<file path="src/hdl/one_wire_bus_master_unit_macros.svh">
// Assertion macros shared by the one-wire bus master RTL.
`ifndef ONE_WIRE_BUS_MASTER_UNIT_MACROS_SVH
`define ONE_WIRE_BUS_MASTER_UNIT_MACROS_SVH

// Same-cycle implication, sampled on the rising clock edge, off during reset.
`define OWBM_ASSERT_NOW(label, clk, rst, ante, cons, msg) \
   label: assert property (@(posedge clk) disable iff (rst) (ante) |-> (cons)) \
      else $error(msg);

// Next-cycle implication, sampled on the rising clock edge, off during reset.
`define OWBM_ASSERT_NEXT(label, clk, rst, ante, cons, msg) \
   label: assert property (@(posedge clk) disable iff (rst) (ante) |=> (cons)) \
      else $error(msg);

`endif

</file>
<file path="src/hdl/owbm_pkg.sv">
// Shared constants, codes and helper functions of the one-wire bus master.
package owbm_pkg;

   // Field and register widths.
   localparam int LongTickWidth  = 16;
   localparam int ShortTickWidth = 8;
   localparam int ByteWidth      = 8;
   localparam int OpcodeWidth    = 2;
   localparam int CsrIndexWidth  = 3;
   localparam int CsrDataWidth   = 16;
   localparam int ReqDataWidth   = 16;
   localparam int ReqUserWidth   = 3;
   localparam int RspDataWidth   = 16;

   // Command codes.
   localparam logic [OpcodeWidth-1:0] OP_RESET = 2'd0;
   localparam logic [OpcodeWidth-1:0] OP_WRITE = 2'd1;
   localparam logic [OpcodeWidth-1:0] OP_READ  = 2'd2;

   // Configuration register indexes.
   localparam logic [CsrIndexWidth-1:0] CSR_RESET_LOW     = 3'd0;
   localparam logic [CsrIndexWidth-1:0] CSR_RESET_RELEASE = 3'd1;
   localparam logic [CsrIndexWidth-1:0] CSR_POLL_LIMIT    = 3'd2;
   localparam logic [CsrIndexWidth-1:0] CSR_SHORT_PULSE   = 3'd3;
   localparam logic [CsrIndexWidth-1:0] CSR_WRITE_SLOT    = 3'd4;
   localparam logic [CsrIndexWidth-1:0] CSR_READ_RECOVER  = 3'd5;

   // Configuration values after reset.
   localparam logic [LongTickWidth-1:0]  RESET_LOW_DEFAULT     = 16'd75;
   localparam logic [LongTickWidth-1:0]  RESET_RELEASE_DEFAULT = 16'd2;
   localparam logic [ShortTickWidth-1:0] POLL_LIMIT_DEFAULT    = 8'd20;
   localparam logic [ShortTickWidth-1:0] SHORT_PULSE_DEFAULT   = 8'd2;
   localparam logic [LongTickWidth-1:0]  WRITE_SLOT_DEFAULT    = 16'd6;
   localparam logic [LongTickWidth-1:0]  READ_RECOVER_DEFAULT  = 16'd5;

   // A zero timing value behaves as one tick.
   function automatic logic [LongTickWidth-1:0] at_least_one_long(
      input logic [LongTickWidth-1:0] value);
      at_least_one_long = (value == '0) ? LongTickWidth'(1) : value;
   endfunction

   function automatic logic [ShortTickWidth-1:0] at_least_one_short(
      input logic [ShortTickWidth-1:0] value);
      at_least_one_short = (value == '0) ? ShortTickWidth'(1) : value;
   endfunction

endpackage

</file>
<file path="src/hdl/one_wire_bus_master_unit.sv">
// Top level of the one-wire bus master: tick sequencer with a registered response.
//
// Each request transaction is one time tick of the bus: it carries an optional
// command and the line level sampled in that tick, and it produces exactly one
// response transaction with the line drive and the status of that tick. A new
// request is taken in every cycle as long as the response register is empty or
// is being drained in the same cycle, so the block runs at one tick per clock
// cycle; the single response register is what sets that figure. Commands
// offered while a command is in progress, and opcode 3, are ignored. A reset
// command holds the line low, releases it and then polls for the presence
// pulse (line falling, then rising), flagging a failure when a poll phase
// reaches its limit. A write command sends eight slots, least significant bit
// first; a read command sends eight short pulses and shifts each sampled bit
// in from the top, and the byte appears with done. All timing registers count
// in ticks, and a zero value behaves as one. Configuration is to be written only
// while no command is running; the block itself does not enforce this.
module one_wire_bus_master_unit (
   input  logic                                  clock,
   input  logic                                  reset,
   // Request channel.
   input  logic                                  req_tvalid,
   output logic                                  req_tready,
   // tdata: write_data[7:0], line_level[8], zero fill [15:9].
   input  logic [owbm_pkg::ReqDataWidth-1:0]     req_tdata,
   // tuser: command_valid[0], opcode[2:1].
   input  logic [owbm_pkg::ReqUserWidth-1:0]     req_tuser,
   // Response channel.
   output logic                                  rsp_tvalid,
   input  logic                                  rsp_tready,
   // tdata: drive_low[0], busy_res[1], done_res[2], presence_fail[3],
   // rx_byte[11:4], zero fill [15:12].
   output logic [owbm_pkg::RspDataWidth-1:0]     rsp_tdata,
   // Configuration write port.
   input  logic                                  csr_wen,
   input  logic [owbm_pkg::CsrIndexWidth-1:0]    csr_index,
   input  logic [owbm_pkg::CsrDataWidth-1:0]     csr_wdata
);
   import owbm_pkg::*;

`include "one_wire_bus_master_unit_macros.svh"

   // Sequencer phase codes.
   localparam logic [3:0] PH_IDLE       = 4'd0;
   localparam logic [3:0] PH_RST_LOW    = 4'd1;
   localparam logic [3:0] PH_RST_REL    = 4'd2;
   localparam logic [3:0] PH_POLL_FALL  = 4'd3;
   localparam logic [3:0] PH_POLL_RISE  = 4'd4;
   localparam logic [3:0] PH_WR_LOW     = 4'd5;
   localparam logic [3:0] PH_WR_HIGH    = 4'd6;
   localparam logic [3:0] PH_RD_LOW     = 4'd7;
   localparam logic [3:0] PH_RD_SETTLE  = 4'd8;
   localparam logic [3:0] PH_RD_RECOVER = 4'd9;

   // Configuration registers.
   logic [LongTickWidth-1:0]  reset_low_ff;
   logic [LongTickWidth-1:0]  reset_release_ff;
   logic [ShortTickWidth-1:0] poll_limit_ff;
   logic [ShortTickWidth-1:0] short_pulse_ff;
   logic [LongTickWidth-1:0]  write_slot_ff;
   logic [LongTickWidth-1:0]  read_recover_ff;

   // Sequencer state.
   logic [3:0]                phase_ff,  phase_in;
   logic [2:0]                bit_ff,    bit_in;
   logic [LongTickWidth-1:0]  tick_ff,   tick_in;
   logic [ShortTickWidth-1:0] poll_ff,   poll_in;
   logic [ByteWidth-1:0]      shift_ff,  shift_in;
   logic                      fail_ff,   fail_in;

   // Response register.
   logic                      rsp_valid_ff;
   logic [RspDataWidth-1:0]   rsp_data_ff, rsp_data_in;

   // Request fields.
   logic                      cmd_valid;
   logic [OpcodeWidth-1:0]    opcode;
   logic [ByteWidth-1:0]      write_data;
   logic                      line_level;
   logic                      req_accept;

   // Per-tick outputs.
   logic                      drive_low;
   logic                      busy_res;
   logic                      done_res;
   logic                      presence_fail;
   logic [ByteWidth-1:0]      rx_byte;

   // Shared slot lengths.
   logic [LongTickWidth-1:0]  short_len;
   logic [LongTickWidth-1:0]  slot_len;

   assign cmd_valid  = req_tuser[0];
   assign opcode     = req_tuser[2:1];
   assign write_data = req_tdata[ByteWidth-1:0];
   assign line_level = req_tdata[ByteWidth];

   // The response register frees up in the same cycle it is drained.
   assign req_tready = !rsp_valid_ff || rsp_tready;
   assign req_accept = req_tvalid && req_tready;
   assign rsp_tvalid = rsp_valid_ff;
   assign rsp_tdata  = rsp_data_ff;

   assign short_len = LongTickWidth'(at_least_one_short(short_pulse_ff));
   assign slot_len  = at_least_one_long(write_slot_ff);

   // One tick of the sequencer: a command start, then the work of the phase
   // that is current after it, all in the same tick.
   always_comb begin
      logic [LongTickWidth-1:0]  tick_dec;
      logic [ShortTickWidth-1:0] poll_inc;

      phase_in      = phase_ff;
      bit_in        = bit_ff;
      tick_in       = tick_ff;
      poll_in       = poll_ff;
      shift_in      = shift_ff;
      fail_in       = fail_ff;
      drive_low     = 1'b0;
      busy_res      = 1'b0;
      done_res      = 1'b0;
      presence_fail = 1'b0;
      rx_byte       = '0;

      if (phase_ff == PH_IDLE && cmd_valid &&
          opcode inside {OP_RESET, OP_WRITE, OP_READ}) begin
         bit_in  = '0;
         poll_in = '0;
         fail_in = 1'b0;
         case (opcode)
            OP_RESET: begin
               phase_in = PH_RST_LOW;
               tick_in  = at_least_one_long(reset_low_ff);
            end
            OP_WRITE: begin
               shift_in = write_data;
               phase_in = PH_WR_LOW;
               tick_in  = write_data[0] ? short_len : slot_len;
            end
            default: begin
               shift_in = '0;
               phase_in = PH_RD_LOW;
               tick_in  = short_len;
            end
         endcase
      end

      tick_dec = tick_in - LongTickWidth'(1);
      poll_inc = poll_in + ShortTickWidth'(1);

      if (phase_in != PH_IDLE) begin
         busy_res = 1'b1;
         case (phase_in)
            PH_RST_LOW: begin
               drive_low = 1'b1;
               tick_in   = tick_dec;
               if (tick_dec == '0) begin
                  phase_in = PH_RST_REL;
                  tick_in  = at_least_one_long(reset_release_ff);
               end
            end
            PH_RST_REL: begin
               tick_in = tick_dec;
               if (tick_dec == '0) begin
                  phase_in = PH_POLL_FALL;
                  poll_in  = '0;
               end
            end
            PH_POLL_FALL, PH_POLL_RISE: begin
               if (phase_in == PH_POLL_FALL && !line_level) begin
                  phase_in = PH_POLL_RISE;
                  poll_in  = '0;
               end else if (phase_in == PH_POLL_RISE && line_level) begin
                  done_res      = 1'b1;
                  presence_fail = fail_in;
                  phase_in      = PH_IDLE;
               end else begin
                  poll_in = poll_inc;
                  if (poll_inc >= at_least_one_short(poll_limit_ff)) begin
                     fail_in       = 1'b1;
                     done_res      = 1'b1;
                     presence_fail = 1'b1;
                     phase_in      = PH_IDLE;
                  end
               end
            end
            PH_WR_LOW: begin
               drive_low = 1'b1;
               tick_in   = tick_dec;
               if (tick_dec == '0) begin
                  phase_in = PH_WR_HIGH;
                  // A one bit gets the long recovery, a zero bit the short one.
                  tick_in  = shift_in[0] ? slot_len : short_len;
               end
            end
            PH_WR_HIGH: begin
               tick_in = tick_dec;
               if (tick_dec == '0) begin
                  shift_in = {1'b0, shift_in[ByteWidth-1:1]};
                  if (bit_in == 3'd7) begin
                     done_res = 1'b1;
                     phase_in = PH_IDLE;
                  end else begin
                     bit_in   = bit_in + 3'd1;
                     phase_in = PH_WR_LOW;
                     tick_in  = shift_in[0] ? short_len : slot_len;
                  end
               end
            end
            PH_RD_LOW: begin
               drive_low = 1'b1;
               tick_in   = tick_dec;
               if (tick_dec == '0) begin
                  phase_in = PH_RD_SETTLE;
                  tick_in  = short_len;
               end
            end
            PH_RD_SETTLE: begin
               tick_in = tick_dec;
               if (tick_dec == '0) begin
                  // The level of the last settle tick is the sampled bit.
                  shift_in = {line_level, shift_in[ByteWidth-1:1]};
                  phase_in = PH_RD_RECOVER;
                  tick_in  = at_least_one_long(read_recover_ff);
               end
            end
            PH_RD_RECOVER: begin
               tick_in = tick_dec;
               if (tick_dec == '0) begin
                  if (bit_in == 3'd7) begin
                     done_res = 1'b1;
                     rx_byte  = shift_in;
                     phase_in = PH_IDLE;
                  end else begin
                     bit_in   = bit_in + 3'd1;
                     phase_in = PH_RD_LOW;
                     tick_in  = short_len;
                  end
               end
            end
            default: begin
               // Codes that the sequencer never enters fall back to idle.
               phase_in = PH_IDLE;
               busy_res = 1'b0;
            end
         endcase
      end

      rsp_data_in = {4'b0000, rx_byte, presence_fail, done_res, busy_res, drive_low};
   end

   // Configuration writes; indexes beyond the list are dropped.
   always_ff @(posedge clock) begin
      if (reset) begin
         reset_low_ff     <= RESET_LOW_DEFAULT;
         reset_release_ff <= RESET_RELEASE_DEFAULT;
         poll_limit_ff    <= POLL_LIMIT_DEFAULT;
         short_pulse_ff   <= SHORT_PULSE_DEFAULT;
         write_slot_ff    <= WRITE_SLOT_DEFAULT;
         read_recover_ff  <= READ_RECOVER_DEFAULT;
      end else if (csr_wen) begin
         case (csr_index)
            CSR_RESET_LOW:     reset_low_ff     <= csr_wdata;
            CSR_RESET_RELEASE: reset_release_ff <= csr_wdata;
            CSR_POLL_LIMIT:    poll_limit_ff    <= csr_wdata[ShortTickWidth-1:0];
            CSR_SHORT_PULSE:   short_pulse_ff   <= csr_wdata[ShortTickWidth-1:0];
            CSR_WRITE_SLOT:    write_slot_ff    <= csr_wdata;
            CSR_READ_RECOVER:  read_recover_ff  <= csr_wdata;
            default: begin
            end
         endcase
      end
   end

   // Sequencer state advances once per accepted tick.
   always_ff @(posedge clock) begin
      if (reset) begin
         phase_ff <= PH_IDLE;
         bit_ff   <= '0;
         tick_ff  <= '0;
         poll_ff  <= '0;
         shift_ff <= '0;
         fail_ff  <= 1'b0;
      end else if (req_accept) begin
         phase_ff <= phase_in;
         bit_ff   <= bit_in;
         tick_ff  <= tick_in;
         poll_ff  <= poll_in;
         shift_ff <= shift_in;
         fail_ff  <= fail_in;
      end
   end

   // Response register: loaded on every accepted tick, emptied when taken.
   always_ff @(posedge clock) begin
      if (reset) begin
         rsp_valid_ff <= 1'b0;
      end else if (req_accept) begin
         rsp_valid_ff <= 1'b1;
      end else if (rsp_tready) begin
         rsp_valid_ff <= 1'b0;
      end
   end

   always_ff @(posedge clock) begin
      if (req_accept) begin
         rsp_data_ff <= rsp_data_in;
      end
   end

   // A completing command is always reported as busy in that tick.
   `OWBM_ASSERT_NOW(a_done_busy, clock, reset,
      rsp_valid_ff && rsp_data_ff[2], rsp_data_ff[1], "done without busy")
   // Presence failure and a read byte only come with done.
   `OWBM_ASSERT_NOW(a_fail_done, clock, reset,
      rsp_valid_ff && rsp_data_ff[3], rsp_data_ff[2], "presence failure without done")
   `OWBM_ASSERT_NOW(a_byte_done, clock, reset,
      rsp_valid_ff && rsp_data_ff[11:4] != '0, rsp_data_ff[2], "read byte without done")
   // After a completing tick the sequencer is idle again.
   `OWBM_ASSERT_NEXT(a_done_idle, clock, reset,
      req_accept && done_res, phase_ff == PH_IDLE, "sequencer not idle after done")

endmodule
</file>
<file path="config.mk">
export PLATFORM = sky130hd
export DESIGN_NAME = one_wire_bus_master_unit
export DESIGN_NICKNAME = d
export VERILOG_FILES = /design/src/hdl/owbm_pkg.sv /design/src/hdl/one_wire_bus_master_unit.sv
export VERILOG_INCLUDE_DIRS = /design/src /design/src/hdl
export SDC_FILE = /design/constraint.sdc
export NUM_CORES = 1
export LEC_CHECK = 0
export BUFFER_PORTS_ARGS = -buffer_cell sky130_fd_sc_hd__buf_2
export CORE_ASPECT_RATIO = 1.75
export CORE_UTILIZATION = 40
export CTS_BUF_LIST = sky130_fd_sc_hd__clkbuf_8 sky130_fd_sc_hd__clkbuf_16
export CTS_CLUSTER_SIZE = 24
export DETAILED_ROUTE_END_ITERATION = 6
export GPL_TIMING_DRIVEN = 0
export HOLD_SLACK_MARGIN = 0.12
export PLACE_DENSITY = 0.54
export SLEW_MARGIN = 0
export SYNTH_ARGS = -nofsm -noshare
export SYNTH_HDL_FRONTEND = slang
export SYNTH_SLANG_ARGS = --single-unit
</file>
<file path="constraint.sdc">
create_clock -name clock -period 6 [get_ports clock]
set_input_delay 0.3 -clock clock [delete_from_list [all_inputs] [get_ports clock]]
set_output_delay 0.3 -clock clock [all_outputs]
set_load 0.1 [all_outputs]
</file>
# Word level (Yosys, flattened, before mapping)

Cells that the tools add are included.

Input port bits: 43
Word-level logic and storage cells: 143
Output and inout port bits: 18
Register bits: 133

Eq/ne operators: 17
Muxes and demuxes: 71
Bitwise gates (word level): 2
$add $sub $neg: 3
Order comparisons: 1
Reduce and logical (&&, ||, !) cells: 33

Operators by type and width:

| cell                                               | count |
|---|---|
| two-way mux 16 bit                                 | 17 |
| one-hot mux 16 bit (7 select lines)                | 1 |
| two-way mux 8 bit                                  | 11 |
| zero test 16 bit                                   | 5 |
| two-way mux 4 bit                                  | 12 |
| one-hot mux 8 bit (2 select lines)                 | 3 |
| one-hot mux 16 bit (2 select lines)                | 1 |
| one-hot mux 4 bit (8 select lines)                 | 1 |
| two-way mux 3 bit                                  | 7 |
| == test 4 x 3 -> 1 bit, second input constant      | 4 |
| zero test 8 bit                                    | 2 |
| two-way mux 1 bit                                  | 16 |
| subtractor 16 x 1 -> 16 bit, second input constant | 1 |
| AND reduction 2 bit                                | 6 |
| == test 3 bit, second input constant               | 3 |
| OR reduction 9 bit                                 | 1 |
| adder 8 x 1 -> 8 bit, second input constant        | 1 |
| == test 4 x 2 -> 1 bit, second input constant      | 2 |
| == test 4 bit, second input constant               | 2 |
| >= comparator 8 bit                                | 1 |
| == test 3 x 2 -> 1 bit, second input constant      | 2 |
| one-hot mux 3 bit (2 select lines)                 | 1 |
| OR reduction 3 bit                                 | 2 |
| logical AND 1 bit                                  | 5 |
| other kinds (17)                                   | 20 |

# Logic depth before layout (Yosys ltp)

Gate-level depths: netlist of the first run.

Word-level depth: 11
Depth in mapped cells: 20
Mapped depth without buffers: 16

# Worst setup path before layout of the first run

OpenSTA, ideal clock, no wires.

Kind: input-to-reg
Start: in req_tuser[0] (netlist bit)
End: reg rsp_data_ff[2], in the netlist rsp_tdata[2] (data pin)
Setup time: 0.256 ns
Stages: 19
Path buffers: 5
Arrival: 4.164 ns
Setup slack: 1.581 ns
Cells stage by stage: buf_2 -> a21boi_1 -> nand2_1 -> clkbuf_1 -> clkbuf_1 -> buf_1 -> clkbuf_1 -> and2_1 -> ha_1 -> ha_1 -> a21o_1 -> a21o_1 -> a21o_1 -> a21o_1 -> a2111oi_0 -> nor2_1 -> o21bai_1 -> a21oi_1 -> a31o_2

Word-level cells in the longest chain between the ends: 9
Elaborated cells on any way between the ends: 26

Ends and longest elaborated chain:

| element                            | line                            | text |
|---|---|---|
| start: declaration                 | one_wire_bus_master_unit.sv:26  | `input logic [owbm_pkg::ReqUserWidth-1:0] req_tuser,` |
| logical AND 1 bit (*)              | one_wire_bus_master_unit.sv:124 | `if (phase_ff == PH_IDLE && cmd_valid &&` |
| logical AND 1 bit (*)              | one_wire_bus_master_unit.sv:125 | `opcode inside {OP_RESET, OP_WRITE, OP_READ}) begin` |
| two-way mux 8 bit                  | one_wire_bus_master_unit.sv:124 |  |
| adder 8 x 1 -> 8 bit               | one_wire_bus_master_unit.sv:148 | `poll_inc = poll_in + ShortTickWidth'(1);` |
| >= comparator 8 bit                | one_wire_bus_master_unit.sv:178 | `if (poll_inc >= at_least_one_short(poll_limit_ff)) begin` |
| two-way mux 1 bit                  | one_wire_bus_master_unit.sv:178 |  |
| two-way mux 1 bit                  | one_wire_bus_master_unit.sv:172 | `end else if (phase_in == PH_POLL_RISE && line_level) begin` |
| two-way mux 1 bit                  | one_wire_bus_master_unit.sv:169 | `if (phase_in == PH_POLL_FALL && !line_level) begin` |
| one-hot mux 1 bit (2 select lines) | one_wire_bus_master_unit.sv:152 | `case (phase_in)` |
| end signal: assignment             | one_wire_bus_master_unit.sv:306 | `rsp_data_ff <= rsp_data_in;` |
| end: declaration                   | one_wire_bus_master_unit.sv:72  | `logic [RspDataWidth-1:0] rsp_data_ff, rsp_data_in;` |

Every way passes the cells marked *; elsewhere a longest branch is shown, timed or not.
A chain may end at the register's enable or synchronous reset.

# Worst setup path after layout of the first run

Start: reg phase_ff[2]
End: reg rsp_data_ff[2], in the netlist rsp_tdata[2] (data pin)

Word-level cells in the longest chain between the ends: 10
Elaborated cells on any way between the ends: 27

Ends and longest elaborated chain:

| element                            | line                            | text |
|---|---|---|
| start: declaration                 | one_wire_bus_master_unit.sv:63  | `logic [3:0] phase_ff, phase_in;` |
| start signal: assignment           | one_wire_bus_master_unit.sv:284 | `phase_ff <= phase_in;` |
| zero test 4 bit                    | one_wire_bus_master_unit.sv:124 |  |
| logical AND 1 bit                  | one_wire_bus_master_unit.sv:124 |  |
| logical AND 1 bit                  | one_wire_bus_master_unit.sv:125 |  |
| two-way mux 8 bit                  | one_wire_bus_master_unit.sv:124 |  |
| adder 8 x 1 -> 8 bit               | one_wire_bus_master_unit.sv:148 |  |
| >= comparator 8 bit                | one_wire_bus_master_unit.sv:178 |  |
| two-way mux 1 bit                  | one_wire_bus_master_unit.sv:178 |  |
| two-way mux 1 bit                  | one_wire_bus_master_unit.sv:172 |  |
| two-way mux 1 bit                  | one_wire_bus_master_unit.sv:169 |  |
| one-hot mux 1 bit (2 select lines) | one_wire_bus_master_unit.sv:152 |  |

Parallel ways exist; a longest one is shown, timed or not.

==> results of run 1 <==
## layer usage
| layer | share of wire, % | vias up |
|---|---|---|
| li1 | - | 3906 |
| met1 | 37 | 3832 |
| met2 | 52 | 322 |
| met3 | 4.8 | 101 |
| met4 | 6.2 | 0 |
| met5 | 0 | - |
## power breakdown
group,total (W),internal (W),switching [W]
combinational,0.000378,0.000109,0.000269
sequential,0.000945,0.000924,0.0000215
clock,0.00106,0.000631,0.000431
## worst max-delay path by stage
stage / start / endpoint / cells past startpoint
3_5_place_dp: req_tuser[0] / rsp_tdata[2] / 20
4_1_cts: phase_ff[2] / rsp_tdata[2] / 19
2_1_floorplan: req_tuser[0] / rsp_tdata[2] / 19
5_1_grt: phase_ff[0] / phase_ff[0] / 19
3_3_place_gp: req_tuser[0] / rsp_tdata[2] / 20
6_report: phase_ff[2] / rsp_tdata[2] / 19
## Yosys cell counts, types with 5 or more instances
master | instances | area, um^2
sky130_fd_sc_hd__nand2_1 | 208 | 781
sky130_fd_sc_hd__dfxtp_1 | 121 | 2420
sky130_fd_sc_hd__a21oi_1 | 105 | 526
sky130_fd_sc_hd__nor2_1 | 68 | 255
sky130_fd_sc_hd__o21ai_0 | 48 | 240
sky130_fd_sc_hd__clkbuf_1 | 47 | 176
sky130_fd_sc_hd__nor3_1 | 24 | 120
sky130_fd_sc_hd__nand3_1 | 23 | 115
sky130_fd_sc_hd__nand3b_1 | 22 | 165
sky130_fd_sc_hd__nor2b_1 | 21 | 131
sky130_fd_sc_hd__mux2i_1 | 20 | 200
sky130_fd_sc_hd__inv_1 | 18 | 67.6
sky130_fd_sc_hd__nand2b_1 | 18 | 113
sky130_fd_sc_hd__nor4_1 | 18 | 113
sky130_fd_sc_hd__and2_1 | 17 | 106
sky130_fd_sc_hd__a222oi_1 | 15 | 150
sky130_fd_sc_hd__and3_1 | 12 | 75.1
sky130_fd_sc_hd__edfxtp_1 | 12 | 360
sky130_fd_sc_hd__ha_1 | 12 | 150
sky130_fd_sc_hd__a31oi_1 | 11 | 68.8
sky130_fd_sc_hd__a211oi_1 | 10 | 75.1
sky130_fd_sc_hd__a22oi_1 | 10 | 75.1
sky130_fd_sc_hd__buf_2 | 10 | 50.1
sky130_fd_sc_hd__o211ai_1 | 9 | 67.6
sky130_fd_sc_hd__or2_2 | 9 | 56.3
sky130_fd_sc_hd__or3_1 | 9 | 56.3
sky130_fd_sc_hd__xnor2_1 | 9 | 78.8
sky130_fd_sc_hd__a21o_1 | 7 | 52.6
sky130_fd_sc_hd__nand4_1 | 7 | 43.8
sky130_fd_sc_hd__o22ai_1 | 7 | 43.8
sky130_fd_sc_hd__xor2_1 | 7 | 61.3
sky130_fd_sc_hd__buf_1 | 6 | 22.5
sky130_fd_sc_hd__buf_4 | 6 | 45.0
sky130_fd_sc_hd__o2bb2ai_1 | 6 | 52.6
sky130_fd_sc_hd__a211o_1 | 5 | 43.8
sky130_fd_sc_hd__o21a_1 | 5 | 37.5
sky130_fd_sc_hd__o221ai_1 | 5 | 43.8
## critical path: stages (launching register included)
cell,delay (ps)
sky130_fd_sc_hd__dfxtp_1,300
sky130_fd_sc_hd__buf_2,240
sky130_fd_sc_hd__nor4_4,100
sky130_fd_sc_hd__nand2_1,140
sky130_fd_sc_hd__clkbuf_1,450
sky130_fd_sc_hd__clkbuf_2,370
sky130_fd_sc_hd__buf_2,330
sky130_fd_sc_hd__clkbuf_1,500
sky130_fd_sc_hd__and2_1,260
sky130_fd_sc_hd__ha_1,280
sky130_fd_sc_hd__ha_1,290
sky130_fd_sc_hd__a21o_1,160
sky130_fd_sc_hd__a21o_1,170
sky130_fd_sc_hd__a21o_1,170
sky130_fd_sc_hd__a21o_1,170
sky130_fd_sc_hd__a2111oi_1,560
sky130_fd_sc_hd__nor2_1,220
sky130_fd_sc_hd__o21bai_1,180
sky130_fd_sc_hd__a21oi_1,100
sky130_fd_sc_hd__a31o_2,250
## metrics by stage
stage / area (um^2) / hold WS [ps] / total power [W] / setup WS [ps]
2_1_floorplan: 7940 / 418 / 0.00121 / 1580
3_3_place_gp: 8490 / 442 / 0.00133 / -211
3_5_place_dp: 8490 / 448 / 0.00133 / -189
4_1_cts: 9090 / 128 / 0.00239 / 185
5_1_grt: 9090 / 143 / 0.00246 / 126
6_report: 9090 / 138 / 0.00238 / 493
## cells by family (layout without fill, tap and decap cells)
logic type / count (synthesis) / after routing / synth area share [%]
compound gates: 292 / 292 / 24.3
mux: 21 / 21 / 2.67
other cells: 1 / 4 / 0.0473
flops: 133 / 133 / 35.1
xor+xnor: 16 / 16 / 1.77
buf+inv: 89 / 172 / 4.75
fa+ha+maj: 12 / 12 / 1.89
simple gates: 477 / 477 / 29.5
## what timing repair did
item,CTS,global route
pin swaps,0,0
endpoints found under the hold margin,2,0
buffers inserted,0,0
resized for setup,1,3
hold buffers,2,0
setup endpoints to repair,1,5
## sequential cells by signal, summed over array words and instances (netlist names)
register / flops
bit_ff: 3
fail_ff: 1
phase_ff: 4
poll_ff: 8
poll_limit_ff: 8
read_recover_ff: 16
reset_low_ff: 16
reset_release_ff: 16
rsp_tdata: 12
rsp_tvalid: 1
shift_ff: 8
short_pulse_ff: 8
tick_ff: 16
write_slot_ff: 16
## cell type report
| cell class | instances | area share (%) |
|---|---|---|
| Buffer | 70 | 3.38 |
| Clock buffer | 19 | 4.98 |
| Clock inverter | 13 | 1.44 |
| Inverter | 19 | 0.784 |
| Multi-Input combinational cell | 822 | 52.6 |
| Sequential cell | 133 | 30.6 |
| Tap cell | 241 | 3.32 |
| Timing Repair Buffer | 51 | 2.92 |
==> parameters.txt, run 1 <==
Parameter                              Value

Run status
  Run status ... completed

Synth
  Cell variety after synth ... 82
  Count of flip-flops with a built-in enable after synthesis ... 12
  Total of flip-flops plus latches after synthesis ... 133
  Mean instance size in the synthesized netlist ... 7.62 um^2
  Mapped Area ... 7930 um^2
  Yosys synthesis warning count ... 0
  Main synth FF type ... sky130_fd_sc_hd__dfxtp_1
  Number of cells produced by synthesis ... 1041
  Sequential fraction of the synthesis area ... 35.1%
  Post-synthesis async set-or-reset flop share ... 0%

Global routing
  First-pass GRT wire length ... 45.8 mm
  Global-route met3 utilization ... 4.91%
  Vias in the first global route ... 7868
  Global Route met2 Usage ... 54.0%
  Global routing usage summed across all routing layers ... 30.4%
  Largest net degree at the start of global routing ... 22
  Global-route met1 utilization ... 32.9%
  Busiest layer in global routing ... met2
  Initial antenna violation count ... 0
  Total global routing overflow ... 0

Job
  Max-cap violations ... 0

Clocking
  TritonCTS buffer count ... 17
  Clock tree from TritonCTS ... yes
  Maximum level of the CTS H-tree ... 4
  Clock transition at the registers of the reported paths ... 60 ps
  Later-pin clock latency in the skew report ... 440 ps
  Max clock buf depth ... 2
  Clk root buf ... sky130_fd_sc_hd__clkbuf_16
  TritonCTS sink count ... 133

Finish
  Area of the multi-input gates ... 4780 um^2
  NumNets Final ... 1169
  Ratio of cells with drive above 1 in the final layout ... 11.3%
  Diodes inserted ... 0
  FILL cells ... 2044
  Highest-count cells in the layout ignoring fill and taps ... sky130_fd_sc_hd__nand2_1 (208), sky130_fd_sc_hd__dfxtp_1 (121), sky130_fd_sc_hd__a21oi_1 (105), sky130_fd_sc_hd__nor2_1 (68), sky130_fd_sc_hd__buf_2 (60)
  Footprint of the flip-flops and latches ... 2780 um^2
  Synth-to-layout area growth ... 14.7%
  Core Util, Final ... 47.2%
  Commonest non-fill, non-tap cell in the layout ... sky130_fd_sc_hd__nand2_1
  Count of non-filler cells in the finished layout ... 1368

Route
  Via Count ... 8161
  Drt initial violations ... 592
  Number of antenna-violating nets in the routed design ... 0
  Per-cell routed wire length ... 22.0 um
  Via density per instance ... 5.97
  Detailed Routing Iterations Pass 1 ... 5
  Drt total wl ... 30.0 mm
  Drt drc ... 0

Placed design
  Placed wire-length estimate after detailed placement ... 23.1 mm
  Placer's final routability congestion estimate ... 0.952
  Post-placement cell count ... 1334
  I/O Buffers ... 49

Setup path
  Arrival time at the worst endpoint ... 5700 ps
  Maximum fanout along the worst path ... 10
  Worst R2R Path Depth ... 19
  Kind of end point of the critical path ... register
  Crit Path Category ... reg -> reg
  Beginning of the worst register-to-register path ... phase_ff[2]
  R2R Path End ... rsp_tdata[2]
  Register-to-Register Setup Slack ... 490 ps
  Worst EP required ... 6190 ps
  CP startpoint kind ... register

Timing
  Final worst-path cycle share ... 91.8%
  Slew at the pin closest to its max-slew limit ... 1380 ps
  Final hold vios ... 0
  Final critical delay including setup and external delays ... 5510 ps
  Setup repair after global routing missed its margin ... false
  Slew headroom ... 7.77%
  Total of endpoints with negative setup slack in the final report ... 0
  Maximum operating frequency ... 182 MHz
  Worst Skew ... 9.12 ps
  Final Max Slew Viols ... 0
  Total negative slack ... 0 ps

Floorplan
  Die footprint ... 20400 um^2
  Top Ports ... 61
  Vertical die dimension ... 188 um
  Starting Density ... 41.1%
  Floorplan row count ... 67
  Placeable core region ... 19300 um^2
  Die W ... 108 um

Hold path
  WHS Endpoint ... reset_release_ff[12]
  Worst Min Path Start ... csr_wdata[12]
  Hold depth ... 3
  Worst min path class ... in -> reg

Power
  Standby leakage power ... 3.36 nW
  Total power divided by cell area ... 262 nW/um^2
  Worst vdd rail ir drop ... 0.247 mV
No activity file was read; power rests on OpenSTA's default activity.
==> run 2, diff against run 1 <==
--- a/config.mk
+++ b/config.mk
@@ -6,7 +6,9 @@
 export SDC_FILE = /design/constraint.sdc
 export NUM_CORES = 1
 export LEC_CHECK = 0
+export ABC_AREA = 1
 export BUFFER_PORTS_ARGS = -buffer_cell sky130_fd_sc_hd__buf_2
+export CAP_MARGIN = 30
 export CORE_ASPECT_RATIO = 1.75
 export CORE_UTILIZATION = 40
 export CTS_BUF_LIST = sky130_fd_sc_hd__clkbuf_8 sky130_fd_sc_hd__clkbuf_16
==> run 2 against run 1 <==
Effect of this change: clock power is essentially flat; first-iteration DRC count is 39% higher; setup slack gained 1100 ps; clock-buffer cell count increased by 2; sequential power rose by 3.5%; power rose by 35%; sequential share of layout area shrank 4.0 points; area after synthesis rose by 16%; combinational power grew to 3.1 times the previous value; final cell count increased by 39%.
==> parameters.txt, run 2 <==
Parameter                              Value

Synth
  Count of flip-flops with a built-in enable after synthesis ... 12 (unchanged)
  Main synth FF type ... sky130_fd_sc_hd__dfxtp_1
  Synth top area share ... 26.3% (-4.2 points)
  Mean instance size in the synthesized netlist ... 6.08 um^2 (-20%)
  Most instantiated cells after synthesis ... sky130_fd_sc_hd__nand2_1 (383), sky130_fd_sc_hd__nor2_1 (183), sky130_fd_sc_hd__inv_1 (169)
  Sequential fraction of the synthesis area ... 30.2% (-4.9 points)
  Number of cells produced by synthesis ... 1514 (+45%)
  Post-synthesis async set-or-reset flop share ... 0% (unchanged)
  Dominant cells by area after synthesis ... sky130_fd_sc_hd__dfxtp_1 (26%), sky130_fd_sc_hd__nand2_1 (16%), sky130_fd_sc_hd__nor2_1 (7.5%), sky130_fd_sc_hd__o21ai_0 (7.0%), sky130_fd_sc_hd__a21oi_1 (6.9%)
  Cell accounting for the most synthesized area ... sky130_fd_sc_hd__dfxtp_1
  Mapped Area ... 9200 um^2 (+16%)
  Most common cell in the synthesized netlist ... sky130_fd_sc_hd__nand2_1
  Total of flip-flops plus latches after synthesis ... 133 (unchanged)
  Cell variety after synth ... 50 (-39%)
  Yosys synthesis warning count ... 0 (unchanged)

Timing
  Total negative slack ... 0 ps (unchanged)
  Slew at the pin closest to its max-slew limit ... 861 ps (-519 ps)
  Least setup slack across all paths after layout ... 1570 ps (+1080 ps)
  Setup repair after global routing missed its margin ... false
  Slew headroom ... 42.6% (+35 points)
  Maximum operating frequency ... 226 MHz (+24%)
  Final Max Slew Viols ... 0 (unchanged)
  Final hold vios ... 0 (unchanged)
  Worst Skew ... 7.62 ps (-1.49 ps)
  Final critical delay including setup and external delays ... 4430 ps (-1080 ps)
  Total of endpoints with negative setup slack in the final report ... 0 (unchanged)
  Final worst-path cycle share ... 73.9% (-18 points)

Setup path
  Worst EP required ... 6310 ps (+120 ps)
  Cell with the biggest individual delay on the critical path ... sky130_fd_sc_hd__clkbuf_1
  Arrival time at the worst endpoint ... 4740 ps (-960 ps)
  Most Frequent Cell on Critical Path ... sky130_fd_sc_hd__nand3_1
  Launching instance or port of the critical path ... phase_ff[0]
  Capture point of the critical path ... tick_ff[15]
  R2R Path End ... tick_ff[15]
  Worst path max stage delay ... 430 ps (-130 ps)
  Crit Path Category ... reg -> reg
  CP startpoint kind ... register
  Maximum fanout along the worst path ... 10 (unchanged)
  Beginning of the worst register-to-register path ... phase_ff[0]
  Kind of end point of the critical path ... register
  Cell Chain, Critical Path ... nor2_1, nand2_2, inv_2, nand2_2, buf_4, a21oi_1, nand3_1, nand2_1, buf_2, ha_1, nand3_1, nor2_2, nand3_1, nand2_1, nand3_1, nor2_4, clkbuf_1, nand4_1, nand3_1, nand2_1, nor2_1, nand3_1, nand2_1, a21oi_1
  Worst R2R Path Depth ... 24 (+5)
  Register-to-Register Setup Slack ... 1570 ps (+1080 ps)

Hold path
  Worst min path class ... in -> reg

Clocking
  TritonCTS sink count ... 133 (unchanged)
  Clock transition at the registers of the reported paths ... 60 ps (about the same)
  Maximum level of the CTS H-tree ... 4 (unchanged)
  Later-pin clock latency in the skew report ... 450 ps (about the same)
  Number of instances resized during post-cts repair ... 0 (-1)
  Hold buffer count at CTS ... 0 (-2)
  Number of setup buffers added after CTS ... 0 (unchanged)
  Clock tree from TritonCTS ... yes
  Max clock buf depth ... 2 (unchanged)
  Clk root buf ... sky130_fd_sc_hd__clkbuf_16
  TritonCTS buffer count ... 17 (unchanged)

Global routing
  First-pass GRT wire length ... 55.8 mm (+22%)
  Largest net degree at the start of global routing ... 17 (-23%)
  Total global routing overflow ... 0 (unchanged)
  Global routing usage summed across all routing layers ... 32.3% (+1.9 points)
  Vias in the first global route ... 9772 (+24%)
  Initial antenna violation count ... 0 (unchanged)

Finish
  Commonest non-fill, non-tap cell in the layout ... sky130_fd_sc_hd__nand2_1
  Footprint of the flip-flops and latches ... 2780 um^2 (unchanged)
  NumNets Final ... 1640 (+40%)
  Core Util, Final ... 46.1% (-1.0 points)
  Ratio of cells with drive above 1 in the final layout ... 9.76% (-1.5 points)
  Count of non-filler cells in the finished layout ... 1898 (+39%)
  Synth-to-layout area growth ... 13.5%
  Highest-count cells in the layout ignoring fill and taps ... sky130_fd_sc_hd__nand2_1 (383), sky130_fd_sc_hd__nor2_1 (183), sky130_fd_sc_hd__inv_1 (173), sky130_fd_sc_hd__o21ai_0 (129), sky130_fd_sc_hd__a21oi_1 (127)
  Area of the multi-input gates ... 5400 um^2 (+13%)
  Diodes inserted ... 0 (unchanged)
  FILL cells ... 2543 (+24%)

Power
  Sw power ... 0.00131 W (+82%)
  Worst vdd rail ir drop ... 0.214 mV (-13%)
  Standby leakage power ... 4.64 nW (+38%)
  Relative contribution of combinational cells to total power ... 36.4% (+21 points)
  Sequential share of power ... 30.4% (-9.2 points)
  Relative contribution of the clock network to total power ... 33.2% (-11 points)
  Total power divided by cell area ... 308 nW/um^2 (+17%)
  Switching portion of total power ... 40.9% (+11 points)
  Cell Int Power ... 0.00190 W (+14%)

Floorplan
  Die footprint ... 23600 um^2 (+16%)
  Top Ports ... 61 (unchanged)
  Placeable core region ... 22700 um^2 (+17%)
  Starting Density ... 40.6% (-0.50 points)
  Floorplan row count ... 73 (+9.0%)
  Vertical die dimension ... 203 um (+7.6%)
  Die W ... 117 um (+7.6%)

Route
  Drt initial violations ... 822 (+39%)
  Per-cell routed wire length ... 19.3 um (-12%)
  Detailed Routing Iterations Pass 1 ... 7 (+2)
  Drt drc ... 0 (unchanged)
  Via Count ... 10300 (+26%)
  Drt total wl ... 36.7 mm (+22%)
  Via density per instance ... 5.41 (-9.3%)
  Number of antenna-violating nets in the routed design ... 0 (unchanged)

Run status
  Run status ... completed

Placed design
  Post-placement cell count ... 1866 (+40%)
  Pre-CTS worst setup slack ... 1520 ps (+1710 ps)
  Placer's final routability congestion estimate ... 0.964 (+1.3%)
  Placed wire-length estimate after detailed placement ... 29.7 mm (+28%)
  I/O Buffers ... 48 (-2.0%)

Job
  Max-cap violations ... 0 (unchanged)
run 2: worst min-delay path by stage:
stage,slack (ps),from,endpoint,cells after the start
after floorplan,420,short_pulse_ff[0],short_pulse_ff[0],2
after global placement,440,short_pulse_ff[0],short_pulse_ff[0],2
after detailed placement,440,short_pulse_ff[0],short_pulse_ff[0],2
after CTS,130,csr_wdata[10],reset_low_ff[10],3
after global routing,150,csr_wdata[11],reset_low_ff[11],3
final,140,csr_wdata[10],reset_low_ff[10],3
run 2: worst max-delay path, delay by kind of cell (launching register included):
kind	cells	cell delay [ps]
DFF	1	360
AOI/OAI and AO/OA	2	210
adders and majority gates	1	240
buffers and inverters	4	960
and+or+nand+nor	17	2540
run 2: power by group through the flow:
stage	Clock, W	Sequential (W)	Combinational (W)
final	0.00107	0.000978	0.00117
after floorplan	0	0.00103	0.000776
after global placement	0	0.000996	0.00114
after detailed placement	0	0.000997	0.00115
after CTS	0.00108	0.000978	0.00115
after global routing	0.00112	0.000984	0.00127
run 2: metal layers:
layer | vias to the layer above | GRT usage [%] | wire length (um)
met4 | 0 | 18.2 | 2020
li1 | 5124 | - | -
met2 | 349 | 56.6 | 18600
met3 | 105 | 3.94 | 1610
met5 | - | 0 | 0
met1 | 4695 | 37.0 | 14500
run 2: per-stage QoR:
step                area (um^2)  hold slack (ps)  total power [W]
detailed placement         9850              445          0.00215
global placement           9830              441          0.00214
floorplan                  9210              423          0.00181
finish                    10400              142          0.00321
CTS                       10400              127          0.00321
global route              10400              149          0.00337
run 2: cells by family (layout without fill, tap and decap cells):
group	Yosys count	count (layout)	synth area share, %
other cells	1	4	0.0408
buf+inv	256	337	11.2
simple gates	782	782	37.1
fa+ha+maj	12	12	1.63
xor+xnor	6	6	0.571
compound gates	324	324	19.2
flops	133	133	30.2
run 2: cell type report:
type	count	area share (%)
buffer	73	3.27
tap	300	3.59
clock inverter	11	1.07
sequential	133	26.6
clock buffer	21	4.60
multi-input combinational	1128	51.7
inverter	183	6.58
timing repair buffer	49	2.56
==> run 3, diff against run 2 <==
--- a/config.mk
+++ b/config.mk
@@ -6,7 +6,7 @@
 export SDC_FILE = /design/constraint.sdc
 export NUM_CORES = 1
 export LEC_CHECK = 0
-export ABC_AREA = 1
+export ABC_AREA = 0
 export BUFFER_PORTS_ARGS = -buffer_cell sky130_fd_sc_hd__buf_2
 export CAP_MARGIN = 30
 export CORE_ASPECT_RATIO = 1.75
==> constraint.sdc (replaced) <==
create_clock -name clock -period 4.1 [get_ports clock]
set_input_delay 0.205 -clock clock [delete_from_list [all_inputs] [get_ports clock]]
set_output_delay 0.205 -clock clock [all_outputs]
set_load 0.1 [all_outputs]
==> run 3 against run 2 <==
Effect of this change: cell area decreased by 8.0%; power grew 13%; the flow now finishes with violations (DRC); fmax is 11% higher; sequential share of layout area grew 2.4 points; clock skew up 1.1 ps; register-to-register slack worse by 1500 ps; die area down 14%; critical path depth shrank 5; routed wire length is 17% lower; worst hold slack worse by 5.1 ps; critical endpoint is now shift_ff[7]; setup slack got worse by 1500 ps; sequential cell count unchanged.
==> parameters.txt, run 3 (same netlist as run 1, synthesis figures left out) <==
Parameter                              Value

Placed design
  I/O Buffers ... 49 (+2.1%)
  Placed wire-length estimate after detailed placement ... 23.1 mm (-22%)
  Pre-CTS worst setup slack ... -1020 ps (-2550 ps)
  Placer's final routability congestion estimate ... 0.959 (-0.58%)
  Placed Instance Area ... 8520 um^2 (-14%)

Global routing
  Global routing usage summed across all routing layers ... 30.7% (-1.5 points)
  Total global routing overflow ... 0 (unchanged)
  Vias in the first global route ... 7906 (-19%)
  First-pass GRT wire length ... 46.2 mm (-17%)
  Initial antenna violation count ... 0 (unchanged)
  Largest net degree at the start of global routing ... 20 (+3)

Setup path
  Crit Path Category ... reg -> reg
  Beginning of the worst register-to-register path ... phase_ff[2]
  Kind of end point of the critical path ... register
  Worst path max stage delay ... 380 ps (-50 ps)
  Launching instance or port of the critical path ... phase_ff[2]
  Cell with the biggest individual delay on the critical path ... sky130_fd_sc_hd__nor4_4
  Maximum fanout along the worst path ... 10 (unchanged)
  Worst EP required ... 4450 ps (-1860 ps)
  CP startpoint kind ... register
  Most Frequent Cell on Critical Path ... sky130_fd_sc_hd__buf_4
  Cell Chain, Critical Path ... buf_6, nor4_4, nand2_2, buf_4, a221o_1, nor2_1, nor2_2, inv_2, ha_2, o211ai_1, nor2_4, and4_1, o22ai_1, a2111oi_4, buf_4, buf_6, buf_4, a31oi_1, a211oi_1
  Arrival time at the worst endpoint ... 4340 ps (-400 ps)

Floorplan
  Vertical die dimension ... 188 um (-7.1%)
  Die footprint ... 20400 um^2 (-14%)
  Top Ports ... 61 (unchanged)
  Floorplan row count ... 67 (-8.2%)
  Starting Density ... 41.1% (+0.50 points)
  Placeable core region ... 19300 um^2 (-15%)
  Die W ... 108 um (-7.0%)

Finish
  Ratio of cells with drive above 1 in the final layout ... 14.1% (+4.3 points)
  FILL cells ... 2027 (-20%)
  Finished layout cell area ... 9610 um^2 (-8.0%)
  Diodes inserted ... 0 (unchanged)
  NumNets Final ... 1205 (-27%)
  Commonest non-fill, non-tap cell in the layout ... sky130_fd_sc_hd__nand2_1
  Core Util, Final ... 49.9% (+3.7 points)
  Highest-count cells in the layout ignoring fill and taps ... sky130_fd_sc_hd__nand2_1 (207), sky130_fd_sc_hd__dfxtp_1 (119), sky130_fd_sc_hd__a21oi_1 (104), sky130_fd_sc_hd__nor2_1 (66), sky130_fd_sc_hd__buf_2 (57)
  Synth-to-layout area growth ... 21.2%

Power
  Standby leakage power ... 3.60 nW (-22%)
  Relative contribution of combinational cells to total power ... 16.3% (-20 points)
  Switching portion of total power ... 28.2% (-13 points)
  Sequential share of power ... 38.0% (+7.6 points)
  Sw power ... 0.00103 W (-22%)
  Worst vdd rail ir drop ... 0.252 mV (+17%)
  Pwr Total ... 0.00364 W (+13%)
  Cell Int Power ... 0.00262 W (+38%)
  Relative contribution of the clock network to total power ... 45.7% (+13 points)
  Total power divided by cell area ... 379 nW/um^2 (+23%)

Timing
  Total of endpoints with negative setup slack in the final report ... 0 (unchanged)
  Final worst-path cycle share ... 97.4% (+24 points)
  Least setup slack across all paths after layout ... 107 ps (-1460 ps)
  Worst Skew ... 8.76 ps (+1.14 ps)
  Final hold vios ... 0 (unchanged)
  Total negative slack ... 0 ps (unchanged)
  Maximum operating frequency ... 250 MHz (+11%)
  Slew at the pin closest to its max-slew limit ... 1010 ps (+146 ps)
  Final Max Slew Viols ... 0 (unchanged)
  Final critical delay including setup and external delays ... 3990 ps (-439 ps)
  Slew headroom ... 31.9% (-11 points)

Route
  Detailed Routing Iterations Pass 1 ... 7 (unchanged)
  Drt initial violations ... 575 (-30%)
  Drt total wl ... 30.5 mm (-17%)
  Routed met2 length ... 15.7 mm (-15%)
  Via Count ... 8304 (-19%)
  Per-cell routed wire length ... 21.8 um (+13%)
  Number of antenna-violating nets in the routed design ... 0 (unchanged)
  Drt drc ... 4 (+4)
  Metal-1 WL ... 11.4 mm (-21%)
  Via density per instance ... 5.91 (+9.3%)
  Routed met3 length ... 1.45 mm (-10%)
  Highest routed metal layer ... met4

Clocking
  TritonCTS sink count ... 133 (unchanged)
  Clock transition at the registers of the reported paths ... 60 ps (about the same)
  Max clock buf depth ... 2 (unchanged)
  TritonCTS buffer count ... 17 (unchanged)
  Clk root buf ... sky130_fd_sc_hd__clkbuf_16
  Clock tree from TritonCTS ... yes
  Later-pin clock latency in the skew report ... 430 ps (-20 ps)
  Maximum level of the CTS H-tree ... 4 (unchanged)

Run status
  Violated checks ... DRC
  Run status ... complete, but fails checks

Hold path
  Worst min path class ... in -> reg
  Worst Min Path Start ... csr_index[0]

Job
  Max-cap violations ... 0 (unchanged)
==> run 3: worst paths after layout <==
kind	endpoint	slack, ps	cells after the start
worst max-delay path	shift_ff[7]	110	19
worst min register to register	write_slot_ff[0]	460	2
worst max register to register	shift_ff[7]	110	19
worst min-delay path	write_slot_ff[5]	140	4
==> run 3: worst max-delay path, delay by kind of cell, from the launching register on <==
family / cells / cell delay [ps]
compound gates: 6 / 1300
fa+ha+maj: 1 / 210
buf+inv: 6 / 930
flops: 1 / 300
simple gates: 6 / 1160
==> run 3: stage by stage <==
step,instances,hold WS [ps]
2_1_floorplan,1044,323
3_3_place_gp,1334,444
3_5_place_dp,1337,447
4_1_cts,1390,122
5_1_grt,1404,170
6_report,1404,137
==> run 3: area by class of cell <==
cell class              count  area, um^2  area share [%]
plain buffers              66         330            3.44
clock buffers              20         478            4.97
clock inverters            12         159            1.65
inverters                  19        71.3           0.742
multi-input cells         822        4870            50.7
flip-flops and latches    133        2790            29.0
well taps                 241         302            3.14
repair buffers             91         611            6.35
==> run 3: power groups by stage <==
stage                     combinational, W  clock [W]  sequential [W]
after global routing              0.000632    0.00174         0.00139
after global placement            0.000541          0         0.00141
final                             0.000594    0.00167         0.00138
after detailed placement          0.000543          0         0.00141
after CTS                         0.000569    0.00169         0.00138
after floorplan                   0.000321          0         0.00145
==> run 3: repair_timing <==
item                                    CTS  global route
buffers inserted                          4            15
hold endpoints to repair                 68             0
endpoints found under the setup margin   50            46
hold buffers                             19             0
cloned                                    0             1
gates resized for setup                  22            20
pin swaps                                 5            10
==> run 3: per-layer routing <==
layer	vias to the layer above	global-route usage, %
li1	3977	-
met5	-	0
met2	315	54.3
met4	0	18.6
met3	114	5.15
met1	3898	33.4
